===== config.mk =====
export PLATFORM = sky130hd
export DESIGN_NAME = cordic_sine_cosine_core
export DESIGN_NICKNAME = d
export VERILOG_FILES = /design/src/sv/csc_pkg.sv /design/src/sv/csc_cell.sv /design/src/sv/csc_fold.sv /design/src/sv/cordic_sine_cosine_core.sv
export SDC_FILE = /design/constraint.sdc
export NUM_CORES = 2
export LEC_CHECK = 0
export BUFFER_PORTS_ARGS = -buffer_cell sky130_fd_sc_hd__clkbuf_2
export CAP_MARGIN = 20
export CORE_MARGIN = 1
export CORE_UTILIZATION = 40
export DETAILED_ROUTE_END_ITERATION = 8
export RECOVER_POWER = 50
export SLEW_MARGIN = 40
export SYNTH_ARGS = -nofsm -noshare
export SYNTH_HDL_FRONTEND = slang
export SYNTH_SLANG_ARGS = --single-unit
export TNS_END_PERCENT = 1

===== constraint.sdc =====
create_clock -name clk -period 50.9 [get_ports clk]
set_input_delay 2.545 -clock clk [delete_from_list [all_inputs] [get_ports clk]]
set_output_delay 2.545 -clock clk [all_outputs]
set_load 0.01 [all_outputs]

===== src/sv/csc_pkg.sv =====
// Shared types and constants for the CORDIC sine/cosine core.
// Holds the arctangent table, the gain-compensated start value and the
// control word that travels down the row of rotation cells. No dependencies.
package csc_pkg;

    // Valid flag and quadrant that ride along with each item.
    typedef struct packed {
        logic       valid;
        logic [1:0] quad;
    } csc_ctrl_t;

    // Quadrant codes taken from the top two phase bits.
    localparam logic [1:0] QUAD_FIRST  = 2'd0;
    localparam logic [1:0] QUAD_SECOND = 2'd1;
    localparam logic [1:0] QUAD_THIRD  = 2'd2;
    localparam logic [1:0] QUAD_FOURTH = 2'd3;

    // Width of the full-precision constants below.
    localparam int CONST_WIDTH = 48;

    // Start value for x: 1/K with 2^46 standing for one.
    localparam logic [CONST_WIDTH-1:0] GAIN_CONST = 48'h26DD3B6A10D8;

    // atan(2^-k) with pi/4 equal to 2^46, one entry for every stage.
    localparam logic [CONST_WIDTH-1:0] ATAN_TABLE [CONST_WIDTH] = '{
        48'h400000000000, 48'h25C80A3B3BE6, 48'h13F670B6BDC7, 48'h0A2223A83BBB,
        48'h05161A861CB1, 48'h028BAFC2B209, 48'h0145EC3CB850, 48'h00A2F8AA23A9,
        48'h00517CA68DA2, 48'h0028BE5D7661, 48'h00145F300123, 48'h000A2F982950,
        48'h000517CC19C0, 48'h00028BE60D83, 48'h000145F306D6, 48'h0000A2F9836D,
        48'h0000517CC1B7, 48'h000028BE60DC, 48'h0000145F306E, 48'h00000A2F9837,
        48'h00000517CC1B, 48'h0000028BE60E, 48'h00000145F307, 48'h000000A2F983,
        48'h000000517CC2, 48'h00000028BE61, 48'h000000145F30, 48'h0000000A2F98,
        48'h0000000517CC, 48'h000000028BE6, 48'h0000000145F3, 48'h00000000A2FA,
        48'h00000000517D, 48'h0000000028BE, 48'h00000000145F, 48'h000000000A30,
        48'h000000000518, 48'h00000000028C, 48'h000000000146, 48'h0000000000A3,
        48'h000000000051, 48'h000000000029, 48'h000000000014, 48'h00000000000A,
        48'h000000000005, 48'h000000000003, 48'h000000000001, 48'h000000000000
    };

endpackage


===== src/sv/csc_cell.sv =====
// One rotation-mode CORDIC cell: a single micro-rotation and its registers.
// Depends on csc_pkg for the arctangent table and the control word type.
module csc_cell #(
    parameter int DATA_WIDTH = 16,
    parameter int STAGE      = 0
) (
    input  logic                   clk,
    input  logic                   rst_n,
    input  logic                   en,
    input  csc_pkg::csc_ctrl_t     in_ctrl,
    input  logic [DATA_WIDTH+1:0]  in_x,
    input  logic [DATA_WIDTH+1:0]  in_y,
    input  logic [DATA_WIDTH+1:0]  in_z,
    output csc_pkg::csc_ctrl_t     out_ctrl,
    output logic [DATA_WIDTH+1:0]  out_x,
    output logic [DATA_WIDTH+1:0]  out_y,
    output logic [DATA_WIDTH+1:0]  out_z
);
    import csc_pkg::*;

    localparam int IW         = DATA_WIDTH + 2;
    localparam int ATAN_SHIFT = CONST_WIDTH - DATA_WIDTH - 1;
    localparam logic [CONST_WIDTH-1:0] ANGLE_FULL = ATAN_TABLE[STAGE] >> ATAN_SHIFT;
    localparam logic [IW-1:0] ANGLE = ANGLE_FULL[IW-1:0];

    logic          valid_reg;
    logic [1:0]    quad_reg;
    logic [IW-1:0] x_reg, x_next;
    logic [IW-1:0] y_reg, y_next;
    logic [IW-1:0] z_reg, z_next;
    logic [IW-1:0] x_shift;
    logic [IW-1:0] y_shift;

    // Micro-rotation: the sign of the residual angle picks the direction.
    always_comb
    begin
        x_shift = $unsigned($signed(in_x) >>> STAGE);
        y_shift = $unsigned($signed(in_y) >>> STAGE);
        if (in_z[IW-1])
        begin
            x_next = in_x + y_shift;
            y_next = in_y - x_shift;
            z_next = in_z + ANGLE;
        end
        else
        begin
            x_next = in_x - y_shift;
            y_next = in_y + x_shift;
            z_next = in_z - ANGLE;
        end
    end

    // Control register: only the valid flag needs a reset value.
    always_ff @(posedge clk or negedge rst_n)
    begin
        if (!rst_n)
        begin
            valid_reg <= 1'b0;
        end
        else if (en)
        begin
            valid_reg <= in_ctrl.valid;
        end
    end

    // Payload registers advance with the row.
    always_ff @(posedge clk)
    begin
        if (en)
        begin
            quad_reg <= in_ctrl.quad;
            x_reg    <= x_next;
            y_reg    <= y_next;
            z_reg    <= z_next;
        end
    end

    assign out_ctrl.valid = valid_reg;
    assign out_ctrl.quad  = quad_reg;
    assign out_x          = x_reg;
    assign out_y          = y_reg;
    assign out_z          = z_reg;

endmodule


===== src/sv/csc_fold.sv =====
// Quadrant fold and output stage with a skid register for the result stream.
// Depends on csc_pkg for the quadrant codes and the control word type.
module csc_fold #(
    parameter int DATA_WIDTH = 16
) (
    input  logic                   clk,
    input  logic                   rst_n,
    input  csc_pkg::csc_ctrl_t     in_ctrl,
    input  logic [DATA_WIDTH+1:0]  in_x,
    input  logic [DATA_WIDTH+1:0]  in_y,
    output logic                   en,
    output logic                   out_valid,
    input  logic                   out_ready,
    output logic [DATA_WIDTH-1:0]  out_cosine,
    output logic [DATA_WIDTH-1:0]  out_sine
);
    import csc_pkg::*;

    localparam int IW = DATA_WIDTH + 2;

    logic [IW-1:0]         c_full;
    logic [IW-1:0]         s_full;
    logic [IW-1:0]         c_neg;
    logic [IW-1:0]         s_neg;
    logic [DATA_WIDTH-1:0] cos_fold;
    logic [DATA_WIDTH-1:0] sin_fold;
    logic                  take_in;
    logic                  out_valid_reg, out_valid_next;
    logic                  skid_valid_reg, skid_valid_next;
    logic [DATA_WIDTH-1:0] out_cos_reg, out_cos_next;
    logic [DATA_WIDTH-1:0] out_sin_reg, out_sin_next;
    logic [DATA_WIDTH-1:0] skid_cos_reg, skid_cos_next;
    logic [DATA_WIDTH-1:0] skid_sin_reg, skid_sin_next;

    // Scale by a quarter, then swap and negate by quadrant.
    always_comb
    begin
        c_full = $unsigned($signed(in_x) >>> 2);
        s_full = $unsigned($signed(in_y) >>> 2);
        c_neg  = ~c_full + IW'(1);
        s_neg  = ~s_full + IW'(1);
        unique case (in_ctrl.quad)
            QUAD_FIRST:
            begin
                cos_fold = c_full[DATA_WIDTH-1:0];
                sin_fold = s_full[DATA_WIDTH-1:0];
            end
            QUAD_SECOND:
            begin
                cos_fold = s_neg[DATA_WIDTH-1:0];
                sin_fold = c_full[DATA_WIDTH-1:0];
            end
            QUAD_THIRD:
            begin
                cos_fold = c_neg[DATA_WIDTH-1:0];
                sin_fold = s_neg[DATA_WIDTH-1:0];
            end
            QUAD_FOURTH:
            begin
                cos_fold = s_full[DATA_WIDTH-1:0];
                sin_fold = c_neg[DATA_WIDTH-1:0];
            end
            default:
            begin
                cos_fold = c_full[DATA_WIDTH-1:0];
                sin_fold = s_full[DATA_WIDTH-1:0];
            end
        endcase
    end

    // The row moves whenever the skid register is free.
    assign en      = !skid_valid_reg;
    assign take_in = en && in_ctrl.valid;

    // Output register plus skid register.
    always_comb
    begin
        out_valid_next  = out_valid_reg;
        skid_valid_next = skid_valid_reg;
        out_cos_next    = out_cos_reg;
        out_sin_next    = out_sin_reg;
        skid_cos_next   = skid_cos_reg;
        skid_sin_next   = skid_sin_reg;
        if (!out_valid_reg || out_ready)
        begin
            if (skid_valid_reg)
            begin
                out_valid_next  = 1'b1;
                out_cos_next    = skid_cos_reg;
                out_sin_next    = skid_sin_reg;
                skid_valid_next = 1'b0;
            end
            else
            begin
                out_valid_next = take_in;
                out_cos_next   = cos_fold;
                out_sin_next   = sin_fold;
            end
        end
        else if (take_in)
        begin
            skid_valid_next = 1'b1;
            skid_cos_next   = cos_fold;
            skid_sin_next   = sin_fold;
        end
    end

    always_ff @(posedge clk or negedge rst_n)
    begin
        if (!rst_n)
        begin
            out_valid_reg  <= 1'b0;
            skid_valid_reg <= 1'b0;
        end
        else
        begin
            out_valid_reg  <= out_valid_next;
            skid_valid_reg <= skid_valid_next;
        end
    end

    always_ff @(posedge clk)
    begin
        out_cos_reg  <= out_cos_next;
        out_sin_reg  <= out_sin_next;
        skid_cos_reg <= skid_cos_next;
        skid_sin_reg <= skid_sin_next;
    end

    assign out_valid  = out_valid_reg;
    assign out_cosine = out_cos_reg;
    assign out_sine   = out_sin_reg;

    // The skid register only fills behind a held output.
    assert property (@(posedge clk) disable iff (!rst_n)
        skid_valid_reg |-> out_valid_reg)
        else $error("skid register full while output register empty");

    // A result arriving at a stalled output must land in the skid register.
    assert property (@(posedge clk) disable iff (!rst_n)
        (out_valid_reg && !out_ready && take_in) |=> skid_valid_reg)
        else $error("result lost at stalled output");

    // Draining the skid register moves it into the output register.
    assert property (@(posedge clk) disable iff (!rst_n)
        (skid_valid_reg && out_ready) |=> (out_valid_reg && !skid_valid_reg))
        else $error("skid register not drained");

endmodule


===== src/sv/cordic_sine_cosine_core.sv =====
// Top level of the CORDIC sine/cosine core: input mapping, the row of
// rotation cells and the output stage. Depends on csc_pkg, csc_cell, csc_fold.
//
// Usage:
//   The slave stream carries one phase word per transfer; a full turn is
//   2^PHASE_WIDTH and the top two phase bits select the quadrant. The master
//   stream returns one cosine/sine pair per transfer, two's complement, with
//   an amplitude of about 2^(DATA_WIDTH-2).
//   The datapath is a row of DATA_WIDTH rotation cells, one micro-rotation
//   each, followed by the quadrant fold and an output register.
//   A result passes the register of each cell in turn and then the output
//   register before it appears on the master side.
//   Throughput: one transfer per clock in and out while nothing stalls;
//   every cell takes a new item in each cycle unless the row is frozen.
//   Reset clears all valid flags; the payload registers are not reset.
//   When the receiver stalls, the output register holds its result and the
//   skid register takes the next one; only when the skid register is full
//   does the whole row freeze and s_tready drop.
module cordic_sine_cosine_core #(
    parameter int DATA_WIDTH  = 16,
    parameter int PHASE_WIDTH = 12
) (
    input  logic                                  clk,
    input  logic                                  rst_n,
    input  logic                                  s_tvalid,
    output logic                                  s_tready,
    // Fields from bit 0: phase.
    input  logic [((PHASE_WIDTH+7)/8)*8-1:0]      s_tdata,
    output logic                                  m_tvalid,
    input  logic                                  m_tready,
    // Fields from bit 0: cosine, sine.
    output logic [((2*DATA_WIDTH+7)/8)*8-1:0]     m_tdata
);
    import csc_pkg::*;

    localparam int IW         = DATA_WIDTH + 2;
    localparam int OUT_WIDTH  = ((2 * DATA_WIDTH + 7) / 8) * 8;
    localparam int GAIN_SHIFT = CONST_WIDTH - DATA_WIDTH - 2;
    localparam logic [CONST_WIDTH-1:0] GAIN_FULL = GAIN_CONST >> GAIN_SHIFT;
    localparam logic [IW-1:0] X_START = GAIN_FULL[IW-1:0];

    logic [PHASE_WIDTH-1:0] phase;
    logic [PHASE_WIDTH-3:0] angle;
    logic [IW-1:0]          z_start;
    logic                   en;
    logic [DATA_WIDTH-1:0]  cosine;
    logic [DATA_WIDTH-1:0]  sine;

    csc_ctrl_t     ctrl [DATA_WIDTH+1];
    logic [IW-1:0] x    [DATA_WIDTH+1];
    logic [IW-1:0] y    [DATA_WIDTH+1];
    logic [IW-1:0] z    [DATA_WIDTH+1];

    // Split the phase into quadrant and in-quadrant angle.
    assign phase = s_tdata[PHASE_WIDTH-1:0];
    assign angle = phase[PHASE_WIDTH-3:0];

    // Scale the angle so that a quarter turn is 2^DATA_WIDTH.
    generate
        if (PHASE_WIDTH - 1 < DATA_WIDTH)
        begin : g_angle_up
            assign z_start = {2'b00, angle, {(DATA_WIDTH - PHASE_WIDTH + 2){1'b0}}};
        end
        else
        begin : g_angle_down
            assign z_start = {2'b00, angle[PHASE_WIDTH-3 -: DATA_WIDTH-2], 2'b00};
        end
    endgenerate

    // Feed of the first cell.
    assign ctrl[0].valid = s_tvalid;
    assign ctrl[0].quad  = phase[PHASE_WIDTH-1 -: 2];
    assign x[0]          = X_START;
    assign y[0]          = '0;
    assign z[0]          = z_start;
    assign s_tready      = en;

    // Row of rotation cells.
    generate
        for (genvar k = 0; k < DATA_WIDTH; k++)
        begin : g_cell
            csc_cell #(
                .DATA_WIDTH (DATA_WIDTH),
                .STAGE      (k)
            ) u_cell (
                .clk      (clk),
                .rst_n    (rst_n),
                .en       (en),
                .in_ctrl  (ctrl[k]),
                .in_x     (x[k]),
                .in_y     (y[k]),
                .in_z     (z[k]),
                .out_ctrl (ctrl[k+1]),
                .out_x    (x[k+1]),
                .out_y    (y[k+1]),
                .out_z    (z[k+1])
            );
        end
    endgenerate

    // Quadrant fold and output stage.
    csc_fold #(
        .DATA_WIDTH (DATA_WIDTH)
    ) u_fold (
        .clk        (clk),
        .rst_n      (rst_n),
        .in_ctrl    (ctrl[DATA_WIDTH]),
        .in_x       (x[DATA_WIDTH]),
        .in_y       (y[DATA_WIDTH]),
        .en         (en),
        .out_valid  (m_tvalid),
        .out_ready  (m_tready),
        .out_cosine (cosine),
        .out_sine   (sine)
    );

    assign m_tdata = OUT_WIDTH'({sine, cosine});

    // Residual angle of the last cell is unused by the fold.
    logic unused_z;
    assign unused_z = ^z[DATA_WIDTH];

endmodule

# [Word-level counts from Yosys, hierarchy flattened]
# Cells that the tools add are included.
# W data, S select, Z words.
[word_totals] elab_cells=234 memories=0 register_bits=924 latch_bits=0 output_inout_bits=34 rom_bits=0 ramBits=0 inputBits=20
[classes] n_mul=0 reduce_logical=7 n_addsub=87 bitwise_logic=3 eq_ne=3 order_cmp=0 n_mux=51 div=0 shift=0
[ops] op="$mux W18" count=42
[ops] op="$add A18 B18 Y18" count=28
[ops] op="$sub A18 B18 Y18" count=28
[ops] op="$pmux W16 S4" count=2
[ops] op="$mux W16" count=4
[ops] op="$add A16 B1 Y16 const B" count=2
[ops] op="$not A16 Y16" count=2
[ops] op="$add A18 B10 Y18 const B" count=1
[ops] op="$add A18 B11 Y18 const B" count=1
[ops] op="$add A18 B12 Y18 const B" count=1
[ops] op="$add A18 B13 Y18 const B" count=1
[ops] op="$add A18 B14 Y18 const B" count=1
[ops] op="$add A18 B15 Y18 const B" count=1
[ops] op="$add A18 B2 Y18 const B" count=1
[ops] op="$add A18 B3 Y18 const B" count=1
[ops] op="$add A18 B4 Y18 const B" count=1
[ops] op="$add A18 B5 Y18 const B" count=1
[ops] op="$add A18 B6 Y18 const B" count=1
[ops] op="$add A18 B7 Y18 const B" count=1
[ops] op="$add A18 B8 Y18 const B" count=1
[ops] op="$add A18 B9 Y18 const B" count=1
[ops] op="$sub A18 B10 Y18 const B" count=1
[ops] op="$sub A18 B11 Y18 const B" count=1
[ops] op="$sub A18 B12 Y18 const B" count=1
[ops] op="other kinds (22)" count=26

# [Logic depth before layout (Yosys ltp)]
[logic_depth] depth_word=4 mapped_depth=16 ltp_nobuf=16

# [Cells and area by module]
# From an unflattened synthesis, not the netlist that was laid out.
[unflattened] cells_unflattened=7822 area_unflattened_um2=78018.6
[by_module_without_submodules] module="csc_cell (g_cell[6].u_cell)" cells_each=506 area_per_inst_um2=4882.2 seq_area_each_um2=1706.6 n_inst=1
[by_module_without_submodules] module="csc_cell (g_cell[7].u_cell)" cells_each=489 area_per_inst_um2=4780.8 seq_area_each_um2=1706.6 n_inst=1
[by_module_without_submodules] module="csc_cell (g_cell[2].u_cell)" cells_each=480 area_per_inst_um2=4732.0 seq_area_each_um2=1706.6 n_inst=1
[by_module_without_submodules] module="csc_cell (g_cell[12].u_cell)" cells_each=489 area_per_inst_um2=4707.0 seq_area_each_um2=1706.6 n_inst=1
[by_module_without_submodules] module="csc_cell (g_cell[13].u_cell)" cells_each=454 area_per_inst_um2=4694.5 seq_area_each_um2=1706.6 n_inst=1
[by_module_without_submodules] module="csc_cell (g_cell[4].u_cell)" cells_each=476 area_per_inst_um2=4648.2 seq_area_each_um2=1706.6 n_inst=1
[by_module_without_submodules] module="csc_cell (g_cell[9].u_cell)" cells_each=486 area_per_inst_um2=4647.0 seq_area_each_um2=1706.6 n_inst=1
[by_module_without_submodules] module="csc_cell (g_cell[5].u_cell)" cells_each=459 area_per_inst_um2=4633.2 seq_area_each_um2=1706.6 n_inst=1
[by_module_without_submodules] module="csc_cell (g_cell[8].u_cell)" cells_each=473 area_per_inst_um2=4626.9 seq_area_each_um2=1706.6 n_inst=1
[by_module_without_submodules] module="csc_cell (g_cell[0].u_cell)" cells_each=471 area_per_inst_um2=4608.2 seq_area_each_um2=1676.6 n_inst=1
[by_module_without_submodules] module="csc_cell (g_cell[3].u_cell)" cells_each=445 area_per_inst_um2=4540.6 seq_area_each_um2=1706.6 n_inst=1
[by_module_without_submodules] module="csc_cell (g_cell[1].u_cell)" cells_each=441 area_per_inst_um2=4539.4 seq_area_each_um2=1706.6 n_inst=1
[by_module_without_submodules] module="csc_cell (g_cell[11].u_cell)" cells_each=457 area_per_inst_um2=4531.8 seq_area_each_um2=1706.6 n_inst=1
[by_module_without_submodules] module="csc_cell (g_cell[15].u_cell)" cells_each=434 area_per_inst_um2=4458.0 seq_area_each_um2=1706.6 n_inst=1
[by_module_without_submodules] module="+4 rows"

# [Worst setup path after synthesis]
# OpenSTA, ideal clock, no wires.
[synth_path] path_kind="register -> register" from="reg u_fold.skid_valid_reg" to="reg u_fold.out_sin_reg[10], in the netlist u_fold.out_sine[10], data pin" period_less_slack_ns=23.848 path_stages_with_launch=4 required_ns=50.625 arrival_ns=23.573 setup_slack_ns=27.052 path_buffers=1 setup_time_ns=0.275 path_cell_list="dfrtp_1 clkinv_1 buf_1 mux2_2"
[synth_between] elab_chain_len=1
[synth_lines] item="start, declared" line="csc_fold.sv:29" source="logic skid_valid_reg, skid_valid_next;"
[synth_lines] item="start signal, assigned" line="csc_fold.sv:118" source="skid_valid_reg <= skid_valid_next;"
[synth_lines] item="$mux W16" line="csc_fold.sv:86" source="if (skid_valid_reg)"
[synth_lines] item="end signal, assigned" line="csc_fold.sv:125" source="out_sin_reg <= out_sin_next;"
[synth_lines] item="end, declared" line="csc_fold.sv:31" source="logic [DATA_WIDTH-1:0] out_sin_reg, out_sin_next;"
# Every way passes these cells.
# A chain may end at the register's enable or synchronous reset.

# [Final worst setup path]
[layout_path] from="reg u_fold.skid_valid_reg" to="reg g_cell[2].u_cell.z_reg[10] (enable)"
[layout_rtl] item="end signal, assigned" line="csc_cell.sv:74" source="z_reg <= z_next;"
[layout_rtl] item="end, declared" line="csc_cell.sv:30" source="logic [IW-1:0] z_reg, z_next;"
# No word-level cell between the ends.

==> results.tsv <==
stage	metric	value	unit
synth	mean post-synth cell area	10.5	µm²
clock_tree	H-Tree Level Count	3	
critical_path	worst reg2reg path depth	7	
detailed_routing	via count	41600	
sta	Max Fclk	76.6	MHz
synth	async set-reset flop share out of synthesis	2.17	%
sta	Slew HR	-267	%
sta	Fin Setup TNS	0	ns
critical_path	Crit. End Element	flip-flop	
sta	Worst-Margin Slew	5.51	ns
floorplan	die area	152000	µm²
floorplan	Site Rows	141	
detailed_routing	DRT Pass-1 Iters	5	
clock_tree	hold-fix buffer count after cts	0	
placement	routability congestion estimate from global placement	0.866	
floorplan	core area	148000	µm²
outcome	status	complete, but fails checks	
global_route	initial antenna violation count	0	
min_path	hold path depth	0	
critical_path	R2R Path Start	u_fold.skid_valid_reg$_DFFE_PN0P_	
min_path	Hold Crit Class	reg2reg	
sta	Final min period	13.06	ns
outcome	failing checks	capacitance limit, slew limit	
critical_path	Reg2Reg Setup Slack	37.84	ns
sta	Slew Viols, Final	746	
sta	RSZ-0062 raised after global routing	false	
critical_path	CP max stage delay	4.01	ns
synth	synthesized flop and latch total	831	
cells_and_area	Layout area overhead	9.90	%
clock_tree	Sink Count	831	
clock_tree	maximum buffer depth of the clock tree	3	
global_route	All-Layer GR Usage	16.5	%
detailed_routing	drc violations	0	
critical_path	Critical Path RT	51.26	ns
synth	EDFF count, synth	813	
placement	# port buffers	49	
clock_tree	TritonCTS clock tree	done	
sta	worst clock skew	0.0502	ns
critical_path	Crit Path Max Fanout	107	
critical_path	Crit Path Category	reg2reg	
synth	Yosys warnings	0	
critical_path	critical path arrival	13.42	ns
synth	share of the synthesized area in the top cell type	40.6	%
cells_and_area	most frequent cells in the layout	edfxtp_1 (813), ha_1 (718), a21oi_1 (540)	
clock_tree	Setup Buffers After CTS	0	
synth	top cell type by total area after synthesis	edfxtp_1	
global_route	grt ovf	0	
cells_and_area	Antenna Cells	0	
critical_path	crit path launch type	flip-flop	
cells_and_area	Largest register FFs	249	
min_path	WHS Endpoint	g_cell[4].u_cell.quad_reg[1]$_DFFE_PN_	
floorplan	IO Pins	54	
critical_path	Critical R2R Capture	g_cell[2].u_cell.out_z[10]$_DFFE_PN_	
sta	Final Setup Violations	0	
global_route	largest net degree at the start of global routing	108	
placement	DP HPWL	95700	µm
sta	Final period util	25.7	%
synth	Mapped Nets	6471	
clock_tree	post_cts resized	0	
sta	Hold WS	0.409	ns
synth	Unique masters post-synth	87	
detailed_routing	vias per cell	5.28	
detailed_routing	Routed Antenna Nets	0	
clock_tree	Worst-path clk slew	0.06	ns
flow_run	Max Cap Viol	13	
synth	largest cells by area after synthesis	edfxtp_1 (41%), ha_1 (15%), xnor2_1 (7.1%), a21oi_1 (4.5%), xor2_1 (3.5%)	
critical_path	Crit-path slowest cell	clkbuf_1	
detailed_routing	post-DR wirelength/cell	15.8	µm
synth	Syn Inst Count	5699	
critical_path	most numerous cell on the critical path	buf_6	
detailed_routing	WL final	125000	µm
floorplan	Die W	390	µm
min_path	Hold Path Origin	g_cell[3].u_cell.quad_reg[1]$_DFFE_PN_	
cells_and_area	number of fill cells in the layout	13800	
clock_tree	Root Buffer	clkbuf_16	
clock_tree	clock network latency to the later pin of the worst-skew pair	0.73	ns
global_route	global-route wire length before repair	206000	µm
synth	Mapped Area	60100	µm²
synth	Seq/Total Area, Yosys	41.4	%
critical_path	crit-path cells	clkinvlp_2 > clkbuf_1 > clkbuf_1 > buf_4 > buf_6 > buf_6 > buf_6	
floorplan	Initial Util	40.5	%
cells_and_area	Final nets	6567	
clock_tree	number of CTS-inserted buffers	98	
sta	Hold Violations, Final	0	
cells_and_area	commonest non-fill, non-tap cell in the layout	edfxtp_1	
global_route	number of global-route vias before repair	40700	
cells_and_area	share of layout cells above drive strength 1	5.87	%
synth	Most used DFF post-synth	edfxtp_1	
detailed_routing	Initial DRC Count	2075	
floorplan	overall die height	390	µm
## critical path, delay by kind of cell, from the launching register on
family / cells / cell delay (ns)
buf+inv: 7 / 11.68
flops: 1 / 0.66
## worst max path at each step
stage / startpoint / endpoint / slack, ns / cells after the start
5_1_grt: u_fold.skid_valid_reg$_DFFE_PN0P_ / g_cell[2].u_cell.out_y[4]$_DFFE_PN_ / 36.24 / 7
2_1_floorplan: u_fold.skid_valid_reg$_DFFE_PN0P_ / u_fold.out_sine[10]$_DFFE_PN_ / 27.05 / 3
4_1_cts: u_fold.skid_valid_reg$_DFFE_PN0P_ / g_cell[2].u_cell.out_x[1]$_SDFFCE_PP0N_ / 45.41 / 7
6_report: u_fold.skid_valid_reg$_DFFE_PN0P_ / g_cell[2].u_cell.out_z[10]$_DFFE_PN_ / 37.84 / 7
3_3_place_gp: u_fold.skid_valid_reg$_DFFE_PN0P_ / g_cell[2].u_cell.out_x[0]$_DFFE_PN_ / 44.81 / 6
3_5_place_dp: u_fold.skid_valid_reg$_DFFE_PN0P_ / g_cell[2].u_cell.out_x[0]$_DFFE_PN_ / 45.43 / 7
## cells by family after synthesis
family | synth area share, %
AOI/OAI and AO/OA | 16.7
xor gates and xnor gates | 10.6
adders and majority gates | 16.1
buffers and inverters | 2.75
DFF | 41.4
muxes | 2.52
and+or+nand+nor | 10.0
## final cells by class
class	count	area, µm²	area share (%)
Clock buffer	123	2600	3.93
Clock inverter	61	747	1.13
Inverter	353	1330	2.01
Multi-Input combinational cell	4433	33600	50.9
Sequential cell	831	24900	37.7
Tap cell	2002	2500	3.79
Timing Repair Buffer	78	400	0.606
## synth_stat cells (all sizes together), types with 34 or more instances
cell    number
fa          34
edfxtp     813
ha         718
a211oi      34
nand2      245
nor2b       92
inv        348
a21oi      541
nor3       118
clkbuf      61
nand3       84
o21bai      74
or3         40
mux2        74
nor2       422
xor2       240
a21boi      43
xnor2      484
o21a       101
o21ai      304
a21o       217
nand2b      64
nand4       39
a31oi       59
## per-stage QoR
step                      util [%]  instance area, µm²  instances  setup WS [ns]
after floorplan                  -               60100       5699          27.05
after global placement        42.3               62700       7695          44.81
after detailed placement      42.3               62800       7697          45.43
after CTS                     44.6               66100       7881          45.41
after global routing          44.5               66000       7881          36.24
final                         44.5               66000       7881          37.84
## metal layers
metal	share of wire, %	wire [µm]	global-route usage, %
met4	2.5	3110	4.66
met3	3.7	4660	2.40
met2	48	59700	28.6
met5	0	0	0
met1	46	57400	21.2
Power is left out: the tool's default activity adds up to more than one toggle a clock period on the data nets, which glitch-free logic cannot reach.
